==> src/sv/plist_pkg.sv <==
// package for the positional list engine: command and status codes,
// stream field widths and beat layout constants
// no dependencies
`default_nettype none

package plist_pkg;

    // input beat fields
    localparam int CMD_W   = 2;
    localparam int POS_W   = 7;
    localparam int VAL_W   = 32;

    // result beat fields
    localparam int FOUND_W  = 7;
    localparam int STATUS_W = 2;
    localparam int LEN_W    = 7;

    // packed beat widths, rounded up to whole bytes
    localparam int S_TDATA_W = 48;
    localparam int M_TDATA_W = 56;

    // bit offsets inside the input beat
    localparam int S_CMD_LSB = 0;
    localparam int S_POS_LSB = S_CMD_LSB + CMD_W;
    localparam int S_VAL_LSB = S_POS_LSB + POS_W;

    // bit offsets inside the result beat
    localparam int M_DATA_LSB   = 0;
    localparam int M_FOUND_LSB  = M_DATA_LSB + VAL_W;
    localparam int M_STATUS_LSB = M_FOUND_LSB + FOUND_W;
    localparam int M_LEN_LSB    = M_STATUS_LSB + STATUS_W;
    localparam int M_EMPTY_LSB  = M_LEN_LSB + LEN_W;
    localparam int M_USED_W     = M_EMPTY_LSB + 1;

    // found position reported when no entry matches
    localparam logic [FOUND_W-1:0] NOT_FOUND = '1;

    typedef enum logic [CMD_W-1:0] {
        CMD_INSERT = 2'd0,
        CMD_DELETE = 2'd1,
        CMD_READ   = 2'd2,
        CMD_FIND   = 2'd3
    } cmd_t;

    typedef enum logic [STATUS_W-1:0] {
        ST_OK     = 2'd0,
        ST_BADPOS = 2'd1,
        ST_FULL   = 2'd2
    } status_t;

endpackage

`default_nettype wire

==> src/sv/positional_list_engine_unit.sv <==
// positional list engine top level: command sequencer over one entry ram
// depends on plist_pkg and plist_ram
`default_nettype none

// channel   dir  handshake          payload
// s_        in   s_tvalid/s_tready  s_tdata: command, position, value
// m_        out  m_tvalid/m_tready  m_tdata: data_out, found_position, status,
//                                   length, is_empty
//
// one command at a time; s_tready is high only while the sequencer is idle.
// insert and delete walk the entries above the position and find walks the list from
// the start to the first match, one entry a cycle; read waits on the registered ram read.
// errors go straight to the result. a result waits in the output register while the
// next command is taken; a stalled m_ side holds only the finishing command.
// synchronous active-low reset empties the list; entries need no clearing.

module positional_list_engine_unit #(
    parameter int CAPACITY = 64
) (
    input  wire logic                            aclk,
    input  wire logic                            aresetn,
    input  wire logic                            s_tvalid,
    output logic                                 s_tready,
    // command [1:0], position [8:2], value [40:9], zero fill above
    input  wire logic [plist_pkg::S_TDATA_W-1:0] s_tdata,
    output logic                                 m_tvalid,
    input  wire logic                            m_tready,
    // data_out [31:0], found_position [38:32], status [40:39],
    // length [47:41], is_empty [48], zero fill above
    output logic      [plist_pkg::M_TDATA_W-1:0] m_tdata
);

    import plist_pkg::*;

    localparam int AW = $clog2(CAPACITY);
    localparam int CW = $clog2(CAPACITY + 1);
    localparam int XW = (CW > POS_W) ? CW : POS_W;

    typedef enum logic [2:0] {
        S_IDLE,
        S_INS_SHIFT,
        S_INS_PUT,
        S_DEL_SCAN,
        S_RD_WAIT,
        S_FIND_SCAN,
        S_DONE
    } state_t;

    state_t                state_reg, state_next;
    logic [CW-1:0]         count_reg, count_next;
    logic [CW-1:0]         pos_reg, pos_next;
    logic [VAL_W-1:0]      val_reg, val_next;
    logic [CW-1:0]         cur_reg, cur_next;
    logic [CW-1:0]         prev_reg, prev_next;
    logic                  pend_reg, pend_next;
    logic [VAL_W-1:0]      data_reg, data_next;
    logic [FOUND_W-1:0]    found_reg, found_next;
    status_t               status_reg, status_next;
    logic                  m_tvalid_reg, m_tvalid_next;
    logic [M_TDATA_W-1:0]  m_tdata_reg, m_tdata_next;

    // ram port signals
    logic                  ram_we;
    logic [AW-1:0]         ram_waddr;
    logic [VAL_W-1:0]      ram_wdata;
    logic [AW-1:0]         ram_raddr;
    logic [VAL_W-1:0]      ram_rdata;

    // input beat fields
    cmd_t                  in_cmd;
    logic [POS_W-1:0]      in_pos;
    logic [VAL_W-1:0]      in_val;
    logic [XW-1:0]         pos_x;
    logic [XW-1:0]         cnt_x;
    logic [CW-1:0]         prev_dec;
    logic                  accept;

    assign in_cmd   = cmd_t'(s_tdata[S_CMD_LSB +: CMD_W]);
    assign in_pos   = s_tdata[S_POS_LSB +: POS_W];
    assign in_val   = s_tdata[S_VAL_LSB +: VAL_W];
    assign pos_x    = XW'(in_pos);
    assign cnt_x    = XW'(count_reg);
    assign prev_dec = prev_reg - CW'(1);

    assign s_tready = (state_reg == S_IDLE);
    assign accept   = s_tvalid && s_tready;
    assign m_tvalid = m_tvalid_reg;
    assign m_tdata  = m_tdata_reg;

    plist_ram #(
        .WIDTH (VAL_W),
        .DEPTH (CAPACITY)
    ) u_entries (
        .aclk  (aclk),
        .we    (ram_we),
        .waddr (ram_waddr),
        .wdata (ram_wdata),
        .raddr (ram_raddr),
        .rdata (ram_rdata)
    );

    // command sequencer
    always_comb begin
        state_next    = state_reg;
        count_next    = count_reg;
        pos_next      = pos_reg;
        val_next      = val_reg;
        cur_next      = cur_reg;
        prev_next     = prev_reg;
        pend_next     = pend_reg;
        data_next     = data_reg;
        found_next    = found_reg;
        status_next   = status_reg;
        m_tvalid_next = m_tvalid_reg;
        m_tdata_next  = m_tdata_reg;

        ram_we    = 1'b0;
        ram_waddr = prev_reg[AW-1:0];
        ram_wdata = ram_rdata;
        ram_raddr = cur_reg[AW-1:0];

        // result beat taken downstream
        if (m_tvalid_reg && m_tready) begin
            m_tvalid_next = 1'b0;
        end

        case (state_reg)
            S_IDLE: begin
                ram_raddr = AW'(in_pos);
                if (accept) begin
                    pos_next    = CW'(in_pos);
                    val_next    = in_val;
                    data_next   = '0;
                    found_next  = NOT_FOUND;
                    status_next = ST_OK;
                    pend_next   = 1'b0;
                    case (in_cmd)
                        CMD_INSERT: begin
                            if (pos_x > cnt_x) begin
                                status_next = ST_BADPOS;
                                state_next  = S_DONE;
                            end else if (count_reg == CW'(CAPACITY)) begin
                                status_next = ST_FULL;
                                state_next  = S_DONE;
                            end else begin
                                cur_next   = count_reg;
                                state_next = S_INS_SHIFT;
                            end
                        end
                        CMD_DELETE: begin
                            if (pos_x >= cnt_x) begin
                                status_next = ST_BADPOS;
                                state_next  = S_DONE;
                            end else begin
                                cur_next   = CW'(in_pos);
                                state_next = S_DEL_SCAN;
                            end
                        end
                        CMD_READ: begin
                            if (pos_x >= cnt_x) begin
                                status_next = ST_BADPOS;
                                state_next  = S_DONE;
                            end else begin
                                state_next = S_RD_WAIT;
                            end
                        end
                        CMD_FIND: begin
                            cur_next   = '0;
                            state_next = S_FIND_SCAN;
                        end
                        default: begin
                            state_next = S_DONE;
                        end
                    endcase
                end
            end

            // move entries up one place, top first, read one and write one a cycle
            S_INS_SHIFT: begin
                if (pend_reg) begin
                    ram_we = 1'b1;
                end
                if (cur_reg > pos_reg) begin
                    ram_raddr = cur_reg[AW-1:0] - AW'(1);
                    prev_next = cur_reg;
                    cur_next  = cur_reg - CW'(1);
                    pend_next = 1'b1;
                end else begin
                    pend_next  = 1'b0;
                    state_next = S_INS_PUT;
                end
            end

            S_INS_PUT: begin
                ram_we     = 1'b1;
                ram_waddr  = pos_reg[AW-1:0];
                ram_wdata  = val_reg;
                count_next = count_reg + CW'(1);
                state_next = S_DONE;
            end

            // read from the position upward; the first beat is the deleted
            // value, the rest drop one place down
            S_DEL_SCAN: begin
                if (pend_reg) begin
                    if (prev_reg == pos_reg) begin
                        data_next = ram_rdata;
                    end else begin
                        ram_we    = 1'b1;
                        ram_waddr = prev_dec[AW-1:0];
                    end
                end
                if (cur_reg < count_reg) begin
                    prev_next = cur_reg;
                    cur_next  = cur_reg + CW'(1);
                    pend_next = 1'b1;
                end else begin
                    pend_next  = 1'b0;
                    count_next = count_reg - CW'(1);
                    state_next = S_DONE;
                end
            end

            S_RD_WAIT: begin
                data_next  = ram_rdata;
                state_next = S_DONE;
            end

            // compare each stored entry against the search value in turn
            S_FIND_SCAN: begin
                if (pend_reg && (ram_rdata == val_reg)) begin
                    found_next = FOUND_W'(prev_reg);
                    pend_next  = 1'b0;
                    state_next = S_DONE;
                end else if (cur_reg < count_reg) begin
                    prev_next = cur_reg;
                    cur_next  = cur_reg + CW'(1);
                    pend_next = 1'b1;
                end else begin
                    pend_next  = 1'b0;
                    state_next = S_DONE;
                end
            end

            // load the result beat once the output register is free
            S_DONE: begin
                if (!m_tvalid_reg || m_tready) begin
                    m_tvalid_next = 1'b1;
                    m_tdata_next  = '0;
                    m_tdata_next[M_DATA_LSB +: VAL_W]      = data_reg;
                    m_tdata_next[M_FOUND_LSB +: FOUND_W]   = found_reg;
                    m_tdata_next[M_STATUS_LSB +: STATUS_W] = status_reg;
                    m_tdata_next[M_LEN_LSB +: LEN_W]       = LEN_W'(count_reg);
                    m_tdata_next[M_EMPTY_LSB]              = (count_reg == '0);
                    state_next = S_IDLE;
                end
            end

            default: begin
                state_next = S_IDLE;
            end
        endcase
    end

    // state and registered outputs
    always_ff @(posedge aclk) begin
        if (!aresetn) begin
            state_reg    <= S_IDLE;
            count_reg    <= '0;
            pend_reg     <= 1'b0;
            m_tvalid_reg <= 1'b0;
        end else begin
            state_reg    <= state_next;
            count_reg    <= count_next;
            pend_reg     <= pend_next;
            m_tvalid_reg <= m_tvalid_next;
        end
        pos_reg     <= pos_next;
        val_reg     <= val_next;
        cur_reg     <= cur_next;
        prev_reg    <= prev_next;
        data_reg    <= data_next;
        found_reg   <= found_next;
        status_reg  <= status_next;
        m_tdata_reg <= m_tdata_next;
    end

endmodule

`default_nettype wire

==> src/sv/plist_ram.sv <==
// generic single-clock ram: one write port, one read port, registered read
// no dependencies
`default_nettype none

module plist_ram #(
    parameter int WIDTH = 32,
    parameter int DEPTH = 64
) (
    input  wire logic                     aclk,
    input  wire logic                     we,
    input  wire logic [$clog2(DEPTH)-1:0] waddr,
    input  wire logic [WIDTH-1:0]         wdata,
    input  wire logic [$clog2(DEPTH)-1:0] raddr,
    output logic      [WIDTH-1:0]         rdata
);

    logic [WIDTH-1:0] mem [DEPTH];

    // write port and registered read port
    always_ff @(posedge aclk) begin
        if (we) begin
            mem[waddr] <= wdata;
        end
        rdata <= mem[raddr];
    end

endmodule

`default_nettype wire

==> config.mk <==
export PLATFORM = sky130hd
export DESIGN_NAME = positional_list_engine_unit
export DESIGN_NICKNAME = d
export VERILOG_FILES = /design/src/sv/plist_pkg.sv /design/src/sv/positional_list_engine_unit.sv /design/src/sv/plist_ram.sv
export SDC_FILE = /design/constraint.sdc
export NUM_CORES = 2
export LEC_CHECK = 0
export BUFFER_PORTS_ARGS = -buffer_cell sky130_fd_sc_hd__buf_2
export CORE_MARGIN = 2
export CORE_UTILIZATION = 45
export CTS_BUF_LIST = sky130_fd_sc_hd__clkbuf_16
export CTS_CLUSTER_SIZE = 40
export DETAILED_ROUTE_END_ITERATION = 8
export GPL_ROUTABILITY_DRIVEN = 0
export PLACE_DENSITY = 0.72
export SYNTH_ARGS = -nofsm -noshare
export SYNTH_HDL_FRONTEND = slang
export SYNTH_SLANG_ARGS = --single-unit
==> constraint.sdc <==
create_clock -name aclk -period 9.2 [get_ports aclk]
set_input_delay 1.84 -clock aclk [delete_from_list [all_inputs] [get_ports aclk]]
set_output_delay 1.84 -clock aclk [all_outputs]
set_load 0.02 [all_outputs]
==> metrics.txt <==
Distinct cells, synth=64; Synth warnings=0; vias in the first global route=45490; multiplexer share of the synthesized area=0.08821; post-synthesis compound-gate area fraction=0.05844; CTS Hold Bufs=0; CP required=9.90 ns; area occupied by registers=0.06667 mm^2; Core Area=0.1904 mm^2; post-route insts no fill=7673; Max stage delay cell, worst path=nand2_4; Main synth FF type=edfxtp_1; Pins Over Slew Limit=0; XOR/XNOR Fraction of Synth Area=0.005179; Final min period=5.753 ns; Final Skew=0.04534 ns; Crit path arrival time=6.46 ns; # IOs=110; CTS Root Buffer Type=clkbuf_16; Vias=46860; Hold Crit Start=data_reg[30]$_SDFFCE_PN0P_; Final Net Count=5082; crit end category=flip-flop; P per Cell Area=387.6 mW/mm^2; postcts setup bufs=0; Mapped Cells=4825; worst hold path type=reg2reg; flops & latches, synth=2235; Setup Viol. Count Final=0; Clock Latency Late Sink=0.85 ns; largest family of logic cells by synthesized area=multiplexers; final-report hold violation count=0; critical path startpoint=cur_reg[3]$_DFFE_PP_; Worst-Margin Slew=1.289 ns; die footprint=0.1952 mm^2; num rows=160; most numerous cell in the Yosys netlist=edfxtp_1; Crit Reg-Reg Startpoint=cur_reg[3]$_DFFE_PP_; first-pass GRT wire length=313.7 mm; Max clock buf depth=3; largest net degree at the start of global routing=227; DR iter-0 viols=7260; fraction of layout cells with a size suffix above 1=0.1893; Final Power=0.03752 W; FFs w/ async S/R, synth=0; crit share post-route=0.6253; Worst slew margin=0.1379; simple-gate share of the synthesized area=0.05352; TritonCTS clock tree=yes; die span in x=441.8 um; Remaining Overflow, GRT=0; Post-Syn Area per Cell=17.87 um^2; initial antenna violation count=14; Worst path max stage delay=0.83 ns; Post-synth EDFFs=2191; Clock Sink Count=2235; max cap viols=0; Hold WS=0.4106 ns; Num CTS Buffers=201; DP Wirelength=120.1 mm; Max Clock Freq=173.8 MHz; H-Tree Depth=4; antenna viol nets, final=0; Starting Density=0.4530; # fillers=14680; worst path cell trace=ha_1, and4_1, o21ai_2, a2111oi_0, o21ai_1, nand2_4, buf_12, buf_4, mux4_2, a22oi_1, nand4_1, or3_1; leading post-synthesis cells by cell area=edfxtp_1 76%, mux4_2 8.6%, a22oi_1 2.9%; CP top delay family=simple AND/OR/NAND/NOR gates; Startpoint Class=flip-flop; post_cts resized=0; Pleak=30.96 nW; Synth area leader=edfxtp_1; Adder-Cell Fraction of Synth Area=0.005687; Peak VDD IR=0.4446 mV; cell total after placement=7300; drc violations=0; CP Class=reg2reg; top cells by instance count after synthesis=2191 x edfxtp_1, 624 x nand2_1, 337 x a22oi_1, 333 x a21oi_1, 328 x mux4_2; footprint of the multi-input gates=0.01889 mm^2; Synth top area share=0.7629; CP Max Fanout=83; Tot GR Track Use=0.2203; Worst-path clk slew=0.06 ns; status=finished clean; register area share after synthesis=0.7731; wire per inst=28.64 um; area grow syn2layout=12.22%; I/O Buffers=95; drt first pass iters=8; routed wire length=219.7 mm; max reg flops=2048; Cell Area, Synth=0.08625 mm^2; final setup TNS=0 ns; Critical path buffers and inverters=2; RSZ-0062 raised after global routing=false; Core Util, Final=0.5084; via/cell ratio=6.107; Chip Height=441.8 um
-- power breakdown --
part           total, W  switching [W]  internal, W
registers        0.0143       0.000364       0.0140
clock network   0.00801        0.00364      0.00436
logic            0.0152         0.0105      0.00464
-- logic make-up after synthesis --
family,after synthesis
flops,2235
simple gates,1049
compound gates,784
mux,350
buf+inv,317
xor+xnor,51
fa+ha+maj,38
other cells,1
-- routing by layer --
| layer | routed length, um | GRT usage | vias to the layer above |
|---|---|---|---|
| met5 | 13 | 0 | - |
| met4 | 10040 | 0.09922 | 2 |
| met3 | 25500 | 0.04363 | 386 |
| met2 | 102500 | 0.3441 | 2921 |
| met1 | 81730 | 0.3014 | 23970 |
| li1 | - | - | 19580 |
-- cell usage in the layout, fill, tap and decap left out, types with 32 or more instances in the layout --
cell type / synthesis / final
a21oi_1: 333 / 331
a22oi_1: 337 / 337
a31oi_1: 33 / 33
buf_2: 82 / 95
buf_4: 12 / 139
clkbuf_16: 0 / 204
clkinv_1: 0 / 46
clkinv_2: 0 / 37
dfxtp_1: 44 / 44
edfxtp_1: 2191 / 2191
ha_1: 36 / 36
inv_1: 35 / 82
mux4_2: 328 / 328
nand2_1: 624 / 591
nand2_2: 0 / 32
nand3_1: 105 / 105
nand4_1: 75 / 75
nor2_4: 0 / 67
nor2b_1: 40 / 40
or3_1: 40 / 40
xnor2_1: 42 / 42
-- final timing paths --
check | to | depth (start not counted) | slack (ns)
max | u_entries.rdata[28]$_DFF_P_ | 12 | 3.45
min | m_tdata[30]$_DFFE_PP_ | 0 | 0.41
max reg2reg | u_entries.rdata[28]$_DFF_P_ | 12 | 3.45
min reg2reg | m_tdata[30]$_DFFE_PP_ | 0 | 0.41
-- area by class of cell --
cell class	count	area share
diodes	5	0.0001293
flip-flops and latches	2235	0.6889
well taps	2511	0.03246
clock buffers	204	0.05274
inverters	35	0.001357
repair buffers	240	0.01693
multi-input cells	2279	0.1952
clock inverters	164	0.01229
-- per-stage QoR --
step,area (um^2),setup WS [ns]
global placement,90480,2.982
floorplan,86270,3.453
CTS,96770,3.471
global route,96780,3.273
finish,96790,3.447
detailed placement,90480,2.976
Power figures use the tool's default switching activity.
